File: config.mk
export PLATFORM = sky130hd
export DESIGN_NAME = sbl_queue
export DESIGN_NICKNAME = d
export VERILOG_FILES = /design/src/sv/sbl_pkg.sv /design/src/sv/sbl_queue.sv
export SDC_FILE = /design/constraint.sdc
export NUM_CORES = 1
export LEC_CHECK = 0
export ABC_AREA = 1
export BUFFER_PORTS_ARGS = -buffer_cell sky130_fd_sc_hd__buf_2
export CORE_MARGIN = 2
export CORE_UTILIZATION = 35
export DETAILED_ROUTE_END_ITERATION = 10
export GPL_TIMING_DRIVEN = 0
export PLACE_DENSITY = 0.53
export SKIP_LAST_GASP = 1
export SYNTH_ARGS = -nofsm -noshare
export SYNTH_HDL_FRONTEND = slang
export SYNTH_SLANG_ARGS = --single-unit
File: constraint.sdc
create_clock -name clk -period 2.6 [get_ports clk]
set_clock_uncertainty 0.2 [all_clocks]
set_input_delay 0.52 -clock clk [delete_from_list [all_inputs] [get_ports clk]]
set_output_delay 0.52 -clock clk [all_outputs]
set_load 0.05 [all_outputs]
File: src/sv/sbl_pkg.sv
package sbl_pkg;

  // channel and register widths fixed by the stream format
  localparam int CHAN_W = 8;
  localparam int SUM_W  = CHAN_W + 2;
  localparam int SIZE_W = 11;
  localparam int PIX_W  = 3 * CHAN_W;

  localparam logic [SIZE_W-1:0] MIN_SIZE     = SIZE_W'(3);
  localparam logic [SIZE_W-1:0] WIDTH_RESET  = SIZE_W'(640);
  localparam logic [SIZE_W-1:0] HEIGHT_RESET = SIZE_W'(480);

  // one RGB sample, red in the low bits
  typedef struct packed {
    logic [CHAN_W-1:0] blue;
    logic [CHAN_W-1:0] green;
    logic [CHAN_W-1:0] red;
  } pixel_t;

  // line store word: row above and current row at one column
  typedef struct packed {
    pixel_t upper;
    pixel_t middle;
  } line_pair_t;

  typedef enum logic {
    OP_PIXEL = 1'b0,
    OP_FLUSH = 1'b1
  } op_t;

  typedef enum logic [1:0] {
    REG_WIDTH     = 2'd0,
    REG_HEIGHT    = 2'd1,
    REG_DIRECTION = 2'd2
  } reg_idx_t;

  // window control decided at accept time
  typedef struct packed {
    logic emit;       // request produces a result
    logic left_mid;   // left column taken from the newer stored column
    logic right_new;  // right column is the incoming column
    logic top_mid;    // top row replicated from the middle row
    logic bot_mid;    // bottom row replicated from the middle row
    logic last;       // final result of the frame
  } win_ctl_t;

endpackage

File: src/sv/sbl_queue.sv
module sbl_queue #(
  parameter int WIDTH = 64,
  parameter int DEPTH = 4
) (
  input  logic             clk,
  input  logic             rst,
  input  logic             push,
  input  logic [WIDTH-1:0] push_data,
  output logic             full,
  input  logic             pop,
  output logic [WIDTH-1:0] pop_data,
  output logic             not_empty
);
  import sbl_pkg::*;

  localparam int PW = (DEPTH > 1) ? $clog2(DEPTH) : 1;
  localparam int NW = $clog2(DEPTH + 1);

  logic [WIDTH-1:0] slots [DEPTH];
  logic [PW-1:0]    wr_ptr;
  logic [PW-1:0]    rd_ptr;
  logic [NW-1:0]    count;

  assign full      = (count == NW'(DEPTH));
  assign not_empty = (count != '0);
  assign pop_data  = slots[rd_ptr];

  // storage
  always_ff @(posedge clk) begin
    if (push) begin
      slots[wr_ptr] <= push_data;
    end
  end

  // pointers and fill level
  always_ff @(posedge clk) begin
    if (rst) begin
      wr_ptr <= '0;
      rd_ptr <= '0;
      count  <= '0;
    end else begin
      if (push) begin
        wr_ptr <= (wr_ptr == PW'(DEPTH - 1)) ? '0 : wr_ptr + PW'(1);
      end
      if (pop) begin
        rd_ptr <= (rd_ptr == PW'(DEPTH - 1)) ? '0 : rd_ptr + PW'(1);
      end
      if (push && !pop) begin
        count <= count + NW'(1);
      end else if (pop && !push) begin
        count <= count - NW'(1);
      end
    end
  end

  a_no_overflow: assert property (@(posedge clk) disable iff (rst)
    push |-> !full || pop)
    else $error("command queue overflow");

  a_no_underflow: assert property (@(posedge clk) disable iff (rst)
    pop |-> count != '0)
    else $error("command queue underflow");

endmodule

==> impl_metrics.xml <==
<?xml version="1.0" encoding="UTF-8"?>
<metrics>
  <group name="yosys">
    <metric name="netlist-cell-type-count" unit="">22</metric>
    <metric name="mappedNetlistArea" unit="um2">9960</metric>
    <metric name="seq_area_frac_synth" unit="%">79.0</metric>
    <metric name="yosysTopAreaCell" unit="">sky130_fd_sc_hd__edfxtp_1</metric>
    <metric name="synthFlopType" unit="">sky130_fd_sc_hd__edfxtp_1</metric>
    <metric name="synth_common_cells" unit="">sky130_fd_sc_hd__edfxtp_1 (256), sky130_fd_sc_hd__nor2_1 (137), sky130_fd_sc_hd__o21ai_0 (75)</metric>
    <metric name="synth_most_common_cell" unit="">sky130_fd_sc_hd__edfxtp_1</metric>
    <metric name="syn_inst" unit="">679</metric>
    <metric name="syn-mean-instance-area" unit="um2">14.7</metric>
    <metric name="number_of_flops_mapped_to_enable_cells_by_yosys" unit="">256</metric>
    <metric name="async_flop_share" unit="%">0</metric>
    <metric name="synthesis.nets" unit="">754</metric>
    <metric name="synth_top_cell_area_share" unit="%">77.2</metric>
    <metric name="yosys_warnings" unit="">0</metric>
    <metric name="synth_top_cells_by_area" unit="">sky130_fd_sc_hd__edfxtp_1 (77%), sky130_fd_sc_hd__nor2_1 (5.2%), sky130_fd_sc_hd__o22ai_1 (4.0%)</metric>
    <metric name="number_of_synthesized_register_bits" unit="">265</metric>
  </group>
  <group name="job">
    <metric name="max_cap_violations" unit="">0</metric>
  </group>
  <group name="routing">
    <metric name="drtAntennaViolNets" unit="">0</metric>
    <metric name="route.detailed.wl_per_inst" unit="um">18.9</metric>
    <metric name="detail_route.wirelength" unit="um">24300</metric>
    <metric name="detail_route.drc_violations" unit="">0</metric>
    <metric name="detail_route.first_pass.iterations" unit="">5</metric>
    <metric name="route.vias.total" unit="">6300</metric>
    <metric name="detailedRoute.firstIterationViolations" unit="">438</metric>
    <metric name="drt-vias-per-instance" unit="">4.88</metric>
  </group>
  <group name="layout">
    <metric name="fin_nets" unit="">968</metric>
    <metric name="regArea" unit="um2">7870</metric>
    <metric name="multiInputGateArea" unit="um2">2480</metric>
    <metric name="area_delta_synth_final" unit="%">41.2</metric>
    <metric name="antenna_cells" unit="">0</metric>
    <metric name="finalCoreUtilization" unit="%">50.3</metric>
    <metric name="layout-drive-gt1-share" unit="%">40.2</metric>
    <metric name="fill_count" unit="">2378</metric>
  </group>
  <group name="pwr">
    <metric name="max-vdd-ir-drop" unit="mV">0.633</metric>
    <metric name="power.static_leakage" unit="nW">5.05</metric>
    <metric name="p_per_area" unit="nW/um2">760</metric>
    <metric name="design_power_total" unit="mW">10.7</metric>
  </group>
  <group name="clock_tree">
    <metric name="cts.reportedPaths.clkPinSlew" unit="ns">0.06</metric>
    <metric name="cts_max_level" unit="">1</metric>
    <metric name="clock_path_buffers" unit="">3</metric>
    <metric name="clock_tree.root_cell" unit="">sky130_fd_sc_hd__clkbuf_16</metric>
    <metric name="numCtsBuffers" unit="">28</metric>
    <metric name="tritoncts" unit="">done</metric>
    <metric name="cts_sinks" unit="">265</metric>
    <metric name="clkLatencyLatePin" unit="ns">0.53</metric>
  </group>
  <group name="timing">
    <metric name="timing.final.setup_violations" unit="">25</metric>
    <metric name="period_minus_slack" unit="ns">2.64</metric>
    <metric name="layout_worst_path_cycle_share" unit="%">101</metric>
    <metric name="fin_worst_hold_slack" unit="ns">0.0158</metric>
    <metric name="worst_slew_pin_slew" unit="ns">0.476</metric>
    <metric name="achievable-frequency" unit="MHz">379</metric>
    <metric name="max-slew-margin-rel" unit="%">68.3</metric>
    <metric name="grt_setup_unrepaired" unit="">true</metric>
    <metric name="hold_viol_final" unit="">0</metric>
    <metric name="final_max_slew_viol_count" unit="">0</metric>
    <metric name="worst_slack" unit="ns">-0.0365</metric>
  </group>
  <group name="critical_path">
    <metric name="worstPathCellList" unit="">buf_8 -&gt; clkinv_8 -&gt; clkbuf_16 -&gt; clkbuf_16 -&gt; o21ai_2 -&gt; o22ai_2 -&gt; buf_6</metric>
    <metric name="critical_path_peak_fanout" unit="">5</metric>
    <metric name="arrival_time_of_the_worst_setup_path" unit="ns">1.92</metric>
    <metric name="crit_type" unit="">reg -&gt; out</metric>
    <metric name="worstSetupStartpointType" unit="">register</metric>
    <metric name="end_kind" unit="">output pin</metric>
    <metric name="critical_path.most_common_cell" unit="">sky130_fd_sc_hd__clkbuf_16</metric>
    <metric name="slowest_delay" unit="ns">0.39</metric>
    <metric name="crit_path_top_delay_cell" unit="">sky130_fd_sc_hd__dfxtp_4</metric>
    <metric name="worst_ep_required_time" unit="ns">1.88</metric>
  </group>
  <group name="die">
    <metric name="row_count" unit="">61</metric>
    <metric name="ioPinCount" unit="">134</metric>
    <metric name="core_box_area" unit="um2">27900</metric>
    <metric name="floorplan.die.width" unit="um">173</metric>
    <metric name="floorplan.die.height" unit="um">173</metric>
    <metric name="floorplan.initialDensity" unit="%">35.7</metric>
    <metric name="design.die.area" unit="um2">29800</metric>
  </group>
  <group name="grt">
    <metric name="grt.total_usage" unit="%">15.1</metric>
    <metric name="grt_max_degree" unit="">51</metric>
    <metric name="initial_antenna_violation_count" unit="">0</metric>
    <metric name="grt_first_pass_wirelength" unit="um">35000</metric>
    <metric name="grt_pass1_vias" unit="">6170</metric>
    <metric name="grt_overflow_total" unit="">0</metric>
  </group>
  <group name="place">
    <metric name="hpwl" unit="um">13600</metric>
    <metric name="gpl.final_weighted_congestion" unit="">0.704</metric>
    <metric name="port_buffers" unit="">133</metric>
  </group>
  <group name="outcome">
    <metric name="run_status" unit="">complete, but fails checks</metric>
    <metric name="violations_in_the_final_reports" unit="">setup timing</metric>
  </group>
  <group name="min_path">
    <metric name="timing.hold.worst.class" unit="">in -&gt; reg</metric>
  </group>
</metrics>
==> area by class of cell <==
class / count / share of cell area [%]
multi-input combinational: 357 / 17.6
clock buffer: 40 / 5.74
tap: 378 / 3.36
sequential: 265 / 56.0
timing repair buffer: 185 / 12.7
inverter: 16 / 0.605
buffer: 40 / 3.56
clock inverter: 9 / 0.445
==> repair_timing <==
action	CTS	global route
buffers inserted	1	0
endpoints found under the setup margin	64	64
cloned	3	12
pin swaps	26	38
hold buffers	30	2
hold endpoints to repair	115	4
resized for setup	150	210
==> metal layers <==
metal | wire, um | global-route usage [%]
met1 | 11000 | 20.5
met2 | 11800 | 25.3
met3 | 1140 | 2.79
met4 | 425 | 3.46
met5 | 0 | 0
==> layout by cell type (no fill, tap or decap), types with 2 or more instances in the layout <==
cell,instances
sky130_fd_sc_hd__nor2_1,105
sky130_fd_sc_hd__clkinv_2,2
sky130_fd_sc_hd__clkbuf_8,6
sky130_fd_sc_hd__ha_1,6
sky130_fd_sc_hd__nand2_1,9
sky130_fd_sc_hd__dfxtp_1,7
sky130_fd_sc_hd__nor2_2,24
sky130_fd_sc_hd__inv_4,5
sky130_fd_sc_hd__o21ai_2,36
sky130_fd_sc_hd__buf_16,6
sky130_fd_sc_hd__buf_2,73
sky130_fd_sc_hd__buf_8,3
sky130_fd_sc_hd__dlygate4sd3_1,32
sky130_fd_sc_hd__o22ai_1,18
sky130_fd_sc_hd__clkbuf_4,8
sky130_fd_sc_hd__o22ai_2,45
sky130_fd_sc_hd__inv_1,10
sky130_fd_sc_hd__edfxtp_1,256
sky130_fd_sc_hd__clkbuf_2,2
sky130_fd_sc_hd__clkbuf_1,7
sky130_fd_sc_hd__o21ai_0,73
sky130_fd_sc_hd__nor2_4,8
sky130_fd_sc_hd__clkbuf_16,40
sky130_fd_sc_hd__buf_12,13
sky130_fd_sc_hd__buf_4,24
sky130_fd_sc_hd__clkinv_1,6
sky130_fd_sc_hd__buf_6,51
sky130_fd_sc_hd__a21oi_1,3
sky130_fd_sc_hd__nor3_1,3
sky130_fd_sc_hd__o21ai_4,16
sky130_fd_sc_hd__o21ai_1,6
==> path summary, 6_finish.rpt <==
kind         depth (start not counted)            to     startpoint  slack (ns)
max                                  7   pop_data[2]       register       -0.04
min                                  1  slots[3][47]  push_data[47]        0.02
max reg2reg                          5  slots[0][30]      wr_ptr[0]        0.70
min reg2reg                          2     wr_ptr[1]      wr_ptr[1]        0.34
==> stage by stage <==
step / setup WS [ns] / TNS [ns] / instances / cell area (um2)
final: -0.0365 / -0.373 / 1290 / 14100
after global routing: -0.0926 / -3.70 / 1290 / 14100
after CTS: -0.0699 / -1.75 / 1276 / 12900
after detailed placement: 0.168 / 0 / 1194 / 11200
after global placement: -1.14 / -267.95 / 1190 / 11100
after floorplan: 0.148 / 0 / 679 / 9960
==> flip-flops by register name, summed over array words and instances (netlist names), named ones only <==
signal and flops:
count 3, wr_ptr 2, slots 256, rd_ptr 2
==> worst max-delay path, delay by kind of cell (launching register included) <==
family,cells,cell delay [ns]
buf+inv,5,0.77
compound gates,2,0.22
flops,1,0.39
==> where the power goes <==
part,leakage [nW],internal (mW),switching [mW]
logic,2.19,0.747,1.28
clock network,0.426,2.23,1.49
registers,2.43,4.88,0.0563
total,5.05,7.85,2.83
==> kinds of logic (layout without fill, tap and decap cells) <==
| logic type | after synthesis | count (layout) | synth area share (%) |
|---|---|---|---|
| DFF | 265 | 265 | 79.0 |
| xor gates and xnor gates | 1 | 1 | 0.0879 |
| buffers and inverters | 57 | 290 | 3.47 |
| AOI/OAI and AO/OA | 198 | 198 | 10.8 |
| adders and majority gates | 7 | 7 | 0.955 |
| and+or+nand+nor | 151 | 151 | 5.76 |
(Power assumes the default switching activity.)
