`config.mk`:
```
export PLATFORM = sky130hd
export DESIGN_NAME = sbl_front
export DESIGN_NICKNAME = d
export VERILOG_FILES = /design/src/sv/sbl_pkg.sv /design/src/sv/sbl_front.sv
export SDC_FILE = /design/constraint.sdc
export NUM_CORES = 1
export LEC_CHECK = 0
export BUFFER_PORTS_ARGS = -buffer_cell sky130_fd_sc_hd__buf_2
export CAP_MARGIN = 20
export CORE_MARGIN = 10
export CORE_UTILIZATION = 55
export CTS_BUF_LIST = sky130_fd_sc_hd__clkbuf_8 sky130_fd_sc_hd__clkbuf_16
export DETAILED_ROUTE_END_ITERATION = 6
export PLACE_DENSITY = 0.89
export SYNTH_ARGS = -nofsm -noshare
export SYNTH_HDL_FRONTEND = slang
export SYNTH_SLANG_ARGS = --single-unit
```
`constraint.sdc`:
```
create_clock -name clk -period 6.23 [get_ports clk]
set_input_delay 0.9345 -clock clk [delete_from_list [all_inputs] [get_ports clk]]
set_output_delay 0.9345 -clock clk [all_outputs]
set_load 0.1 [all_outputs]
```
`src/sv/sbl_pkg.sv`:
```
package sbl_pkg;

  // channel and register widths fixed by the stream format
  localparam int CHAN_W = 8;
  localparam int SUM_W  = CHAN_W + 2;
  localparam int SIZE_W = 11;
  localparam int PIX_W  = 3 * CHAN_W;

  localparam logic [SIZE_W-1:0] MIN_SIZE     = SIZE_W'(3);
  localparam logic [SIZE_W-1:0] WIDTH_RESET  = SIZE_W'(640);
  localparam logic [SIZE_W-1:0] HEIGHT_RESET = SIZE_W'(480);

  // one RGB sample, red in the low bits
  typedef struct packed {
    logic [CHAN_W-1:0] blue;
    logic [CHAN_W-1:0] green;
    logic [CHAN_W-1:0] red;
  } pixel_t;

  // line store word: row above and current row at one column
  typedef struct packed {
    pixel_t upper;
    pixel_t middle;
  } line_pair_t;

  typedef enum logic {
    OP_PIXEL = 1'b0,
    OP_FLUSH = 1'b1
  } op_t;

  typedef enum logic [1:0] {
    REG_WIDTH     = 2'd0,
    REG_HEIGHT    = 2'd1,
    REG_DIRECTION = 2'd2
  } reg_idx_t;

  // window control decided at accept time
  typedef struct packed {
    logic emit;       // request produces a result
    logic left_mid;   // left column taken from the newer stored column
    logic right_new;  // right column is the incoming column
    logic top_mid;    // top row replicated from the middle row
    logic bot_mid;    // bottom row replicated from the middle row
    logic last;       // final result of the frame
  } win_ctl_t;

endpackage

```
`src/sv/sbl_front.sv`:
```
module sbl_front #(
  parameter int MAX_WIDTH  = 1024,
  parameter int MAX_HEIGHT = 1024
) (
  input  logic                                   clk,
  input  logic                                   rst,
  // input stream
  input  logic                                   s_tvalid,
  output logic                                   s_tready,
  input  logic [sbl_pkg::PIX_W-1:0]              s_tdata,
  input  logic                                   s_tuser,
  // register writes
  input  logic                                   cfg_valid,
  output logic                                   cfg_ready,
  input  logic [1:0]                             cfg_index,
  input  logic [sbl_pkg::SIZE_W-1:0]             cfg_data,
  // command queue side
  input  logic                                   q_full,
  output logic                                   cmd_push,
  output logic [$clog2(MAX_WIDTH)-1:0]           cmd_col,
  output sbl_pkg::win_ctl_t                      cmd_ctl,
  output sbl_pkg::pixel_t                        cmd_pix,
  output logic                                   direction
);
  import sbl_pkg::*;

  localparam int CW  = $clog2(MAX_WIDTH);
  localparam int RW  = $clog2(MAX_HEIGHT + 2);
  localparam int ORW = $clog2(MAX_HEIGHT);
  localparam int MW  = (CW > RW) ? CW : RW;
  localparam int XW  = ((MW > SIZE_W) ? MW : SIZE_W) + 1;

  logic [SIZE_W-1:0] img_w;
  logic [SIZE_W-1:0] img_h;
  logic [CW-1:0]     in_col;
  logic [RW-1:0]     in_row;
  logic [CW-1:0]     out_col;
  logic [ORW-1:0]    out_row;

  logic [CW-1:0]     in_col_next;
  logic [RW-1:0]     in_row_next;
  logic [CW-1:0]     out_col_next;
  logic [ORW-1:0]    out_row_next;

  logic              cfg_we;
  logic              size_we;
  logic [SIZE_W-1:0] size_w_val;
  logic [SIZE_W-1:0] size_h_val;
  logic              pixel_phase;
  logic              ignore;
  logic              emit;
  logic              col_wrap;
  logic              out_col_end;
  logic              out_row_end;
  logic              accept;

  assign cfg_ready = 1'b1;
  assign cfg_we    = cfg_valid && cfg_ready;
  assign size_we   = cfg_we && (reg_idx_t'(cfg_index) == REG_WIDTH ||
                                reg_idx_t'(cfg_index) == REG_HEIGHT);

  // saturate written sizes into the legal range
  always_comb begin
    if (cfg_data < MIN_SIZE) begin
      size_w_val = MIN_SIZE;
      size_h_val = MIN_SIZE;
    end else begin
      size_w_val = (32'(cfg_data) > MAX_WIDTH)  ? SIZE_W'(MAX_WIDTH)  : cfg_data;
      size_h_val = (32'(cfg_data) > MAX_HEIGHT) ? SIZE_W'(MAX_HEIGHT) : cfg_data;
    end
  end

  // configuration registers
  always_ff @(posedge clk) begin
    if (rst) begin
      img_w     <= WIDTH_RESET;
      img_h     <= HEIGHT_RESET;
      direction <= 1'b0;
    end else if (cfg_we) begin
      unique case (reg_idx_t'(cfg_index))
        REG_WIDTH:     img_w     <= size_w_val;
        REG_HEIGHT:    img_h     <= size_h_val;
        REG_DIRECTION: direction <= cfg_data[0];
        default:       ;
      endcase
    end
  end

  // classify the request against the frame position
  assign pixel_phase = XW'(in_row) < XW'(img_h);
  assign ignore      = (op_t'(s_tuser) == OP_FLUSH) && pixel_phase;
  assign emit        = (in_row > RW'(1)) || (in_row == RW'(1) && in_col != '0);
  assign col_wrap    = (XW'(in_col) + XW'(1)) >= XW'(img_w);
  assign out_col_end = (XW'(out_col) + XW'(1)) >= XW'(img_w);
  assign out_row_end = (XW'(out_row) + XW'(1)) >= XW'(img_h);

  assign s_tready = !q_full;
  assign accept   = s_tvalid && s_tready;
  assign cmd_push = accept && !ignore;
  assign cmd_col  = in_col;
  assign cmd_pix  = pixel_phase ? pixel_t'(s_tdata) : '0;

  always_comb begin
    cmd_ctl.emit      = emit;
    cmd_ctl.left_mid  = (in_col != '0) && (out_col == '0);
    cmd_ctl.right_new = (in_col != '0);
    cmd_ctl.top_mid   = (out_row == '0);
    cmd_ctl.bot_mid   = out_row_end;
    cmd_ctl.last      = out_row_end && out_col_end;
  end

  // position counters
  always_comb begin
    in_col_next  = in_col;
    in_row_next  = in_row;
    out_col_next = out_col;
    out_row_next = out_row;
    if (size_we || (cmd_push && emit && cmd_ctl.last)) begin
      in_col_next  = '0;
      in_row_next  = '0;
      out_col_next = '0;
      out_row_next = '0;
    end else if (cmd_push) begin
      in_col_next = col_wrap ? '0 : in_col + CW'(1);
      in_row_next = col_wrap ? in_row + RW'(1) : in_row;
      if (emit) begin
        out_col_next = out_col_end ? '0 : out_col + CW'(1);
        out_row_next = out_col_end ? out_row + ORW'(1) : out_row;
      end
    end
  end

  always_ff @(posedge clk) begin
    if (rst) begin
      in_col  <= '0;
      in_row  <= '0;
      out_col <= '0;
      out_row <= '0;
    end else begin
      in_col  <= in_col_next;
      in_row  <= in_row_next;
      out_col <= out_col_next;
      out_row <= out_row_next;
    end
  end

  // frame end restarts the position counters
  a_last_restart: assert property (@(posedge clk) disable iff (rst)
    cmd_push && cmd_ctl.emit && cmd_ctl.last |=> in_col == '0 && in_row == '0)
    else $error("position not restarted after frame end");

  // input row never runs past the drain range
  a_row_bound: assert property (@(posedge clk) disable iff (rst)
    XW'(in_row) <= XW'(img_h) + XW'(1))
    else $error("input row beyond drain range");

endmodule

```
==> flow_metrics.env <==
export IMPL_outcome="finished clean"
export IMPL_start_util=0.565
export IMPL_cp_common_cell="a21oi_1"
export IMPL_clk_latency_ps=360
export IMPL_avgSynthCellArea_um2=8.04
export IMPL_ir_worst_vdd_mv=0.117
export IMPL_finalHoldViolations=0
export IMPL_ant_nets=0
export IMPL_synth_seq_cells=64
export IMPL_min_period_ps=4940
export IMPL_cpMaxStageDelayCell="a21oi_1"
export IMPL_synth_top_area_cell="dfxtp_1"
export IMPL_slew_headroom=0.330
export IMPL_first_pass_iters=5
export IMPL_die_area_um2=12500
export IMPL_finalMaxSlewViolations=0
export IMPL_synth_seq_area_share=0.276
export IMPL_routed_via_count=4419
export IMPL_crit_required_ps=5300
export IMPL_clock_sinks=64
export IMPL_nets=733
export IMPL_path_depth=13
export IMPL_diodes=0
export IMPL_synthCells=577
export IMPL_grt_pass1_vias=4351
export IMPL_synthFlopType="dfxtp_1"
export IMPL_critPathCaptureType="primary output"
export IMPL_drc=0
export IMPL_viasPerCell=5.90
export IMPL_tns_ps=0
export IMPL_synth_edf_count=0
export IMPL_start_kind="flop"
export IMPL_grt_pass1_wl_mm=20.0
export IMPL_hpwl_mm=8.95
export IMPL_synth_most_common_cell="dfxtp_1"
export IMPL_io_buffers=85
export IMPL_antenna_found_initial=0
export IMPL_row_count=33
export IMPL_crit_buf_inv=2
export IMPL_synthesis_nets=671
export IMPL_cp_max_fo=11
export IMPL_cts_htree_levels=3
export IMPL_clockBufferDepth=2
export IMPL_synthArstFlopShare=0
export IMPL_postCtsSetupBuffers=0
export IMPL_yosys_top_cells_area="dfxtp_1 28%, ha_1 14%, a21oi_1 5.1%"
export IMPL_critPathKind="reg -> out"
export IMPL_cpLargestDelayFamily="compound AO/OA/AOI/OAI gates"
export IMPL_cts_clk_slew_worst_paths_ps=70
export IMPL_chipWidth_um=112
export IMPL_path_cells="ha_1 -> nand3_1 -> nor2_1 -> nand2_1 -> xnor2_1 -> ha_1 -> a21oi_1 -> o21ai_0 -> a21oi_1 -> o21ai_0 -> a21oi_1 -> inv_1 -> buf_2"
export IMPL_yosysWarnings=0
export IMPL_cap_violations=0
export IMPL_finalCritPeriodShare=0.793
export IMPL_die_h_um=112
export IMPL_synth_top_area_frac=0.276
export IMPL_worst_pin_slew_ps=1000
export IMPL_power_mw=0.968
export IMPL_boundaryPins=87
export IMPL_grt_total_usage=0.185
export IMPL_cts_tree="yes"
export IMPL_rsz0062_at_grt="false"
export IMPL_drtIter0Drc=314
export IMPL_p_leak_nw=2.22
export IMPL_root_buffer="clkbuf_8"
export IMPL_synthesis_area_um2=4640
export IMPL_cp_arrival_ps=4010
export IMPL_max_freq_ghz=0.202
export IMPL_postRouteWirelength_mm=11.9
export IMPL_cts_resized_gates=0
export IMPL_place_congestion=0.912
export IMPL_ctsHoldBuffers=0
export IMPL_setup_viol_count_final=0
export IMPL_coreArea_um2=8220
export IMPL_whs_path_depth=2
export IMPL_grt_max_degree=34
export IMPL_syn_to_final_growth_pct=12.8
export IMPL_cts_made_buffers=9
export IMPL_ff2ff_path_depth=13
export IMPL_clock_skew_ps=9.10
export IMPL_ys_types=58
export IMPL_ys_top_cells_by_count="64 x dfxtp_1, 51 x ha_1, 47 x a21oi_1"
export IMPL_wl_per_cell_um=15.9
export IMPL_drive_above_1_share=0.182
export IMPL_p_per_area_nw_per_um2=185
export IMPL_slowest_delay_ps=740
export IMPL_hp_class="reg -> reg"
export IMPL_grt_overflow_total=0
-- cells by family after synthesis --
logic type / Yosys count / synth area share
flops: 64 / 0.276
simple gates: 227 / 0.262
buf+inv: 71 / 0.0685
compound gates: 129 / 0.190
fa+ha+maj: 51 / 0.138
other cells: 1 / 0.000808
mux: 4 / 0.00863
xor+xnor: 30 / 0.0566
-- cell usage in the layout, fill, tap and decap left out, types with 7 or more instances in the layout --
cell      count
buf_2        85
dfxtp_1      64
ha_1         51
a21oi_1      47
nand2_1      45
nor2_1       40
inv_1        38
nand3_1      35
and2_1       25
xnor2_1      22
nand4_1      13
o21ai_0      13
nor3_1       12
nand3b_1     10
clkbuf_8     10
a31oi_1       9
nor3b_1       9
xor2_1        8
a211o_1       8
a21o_1        7
o21ba_2       7
-- through the flow --
step	instance area [um2]	instances	setup WS [ps]	hold WS, ps	util
4_1_cts	5240	749	1400	457	0.637
3_3_place_gp	5020	733	2120	446	0.611
5_1_grt	5240	749	951	477	0.637
3_5_place_dp	5020	733	1910	448	0.611
6_report	5240	749	1290	458	0.637
2_1_floorplan	4640	577	1670	435	-
-- worst reg2reg max path, cell delays in order, from the launching register on --
cell and delay [ps]:
dfxtp_1 420, ha_1 280, nand3_1 190, nor2_1 280
nand3_1 220, xnor2_1 190, ha_1 300, a21oi_1 60
o21a_1 200, o21ai_0 130, nand2_1 600, a2111oi_0 760
xnor2_1 190, nor2_1 50
-- cell type report --
type | instances | area (um2)
clock buffer | 10 | 138
clock inverter | 6 | 76.3
fill | 659 | 2980
inverter | 36 | 135
multi-input combinational | 442 | 3040
sequential | 64 | 1280
tap | 105 | 131
timing repair buffer | 86 | 433
-- flip-flops by register name, summed over array words and instances (netlist names) --
signal and flops:
out_col 10, direction 1, out_row 10, in_row 11, cmd_col 10, img_w 11, img_h 11
-- power by group --
| group | total (mW) | leakage, nW | switching, mW | internal, mW |
|---|---|---|---|---|
| clock network | 0.394 | 0.120 | 0.163 | 0.231 |
| registers | 0.417 | 0.517 | 0.00309 | 0.414 |
| logic | 0.157 | 1.58 | 0.121 | 0.0362 |
| total | 0.968 | 2.22 | 0.287 | 0.681 |
-- path summary, 6_finish.rpt --
check / startpoint / to / slack [ps]
max reg2reg: cmd_col[0] / in_row[3] / 2250
max: out_row[0] / cmd_ctl[1] / 1290
min: img_w[4] / img_w[4] / 460
min reg2reg: img_w[4] / img_w[4] / 460
-- layer usage --
metal | vias up | track usage | part of all wire
li1 | 2180 | - | -
met1 | 2046 | 0.209 | 0.40
met2 | 159 | 0.331 | 0.52
met3 | 34 | 0.0397 | 0.055
met4 | 0 | 0.0711 | 0.027
met5 | - | 0 | 0
Power figures use the tool's default switching activity.
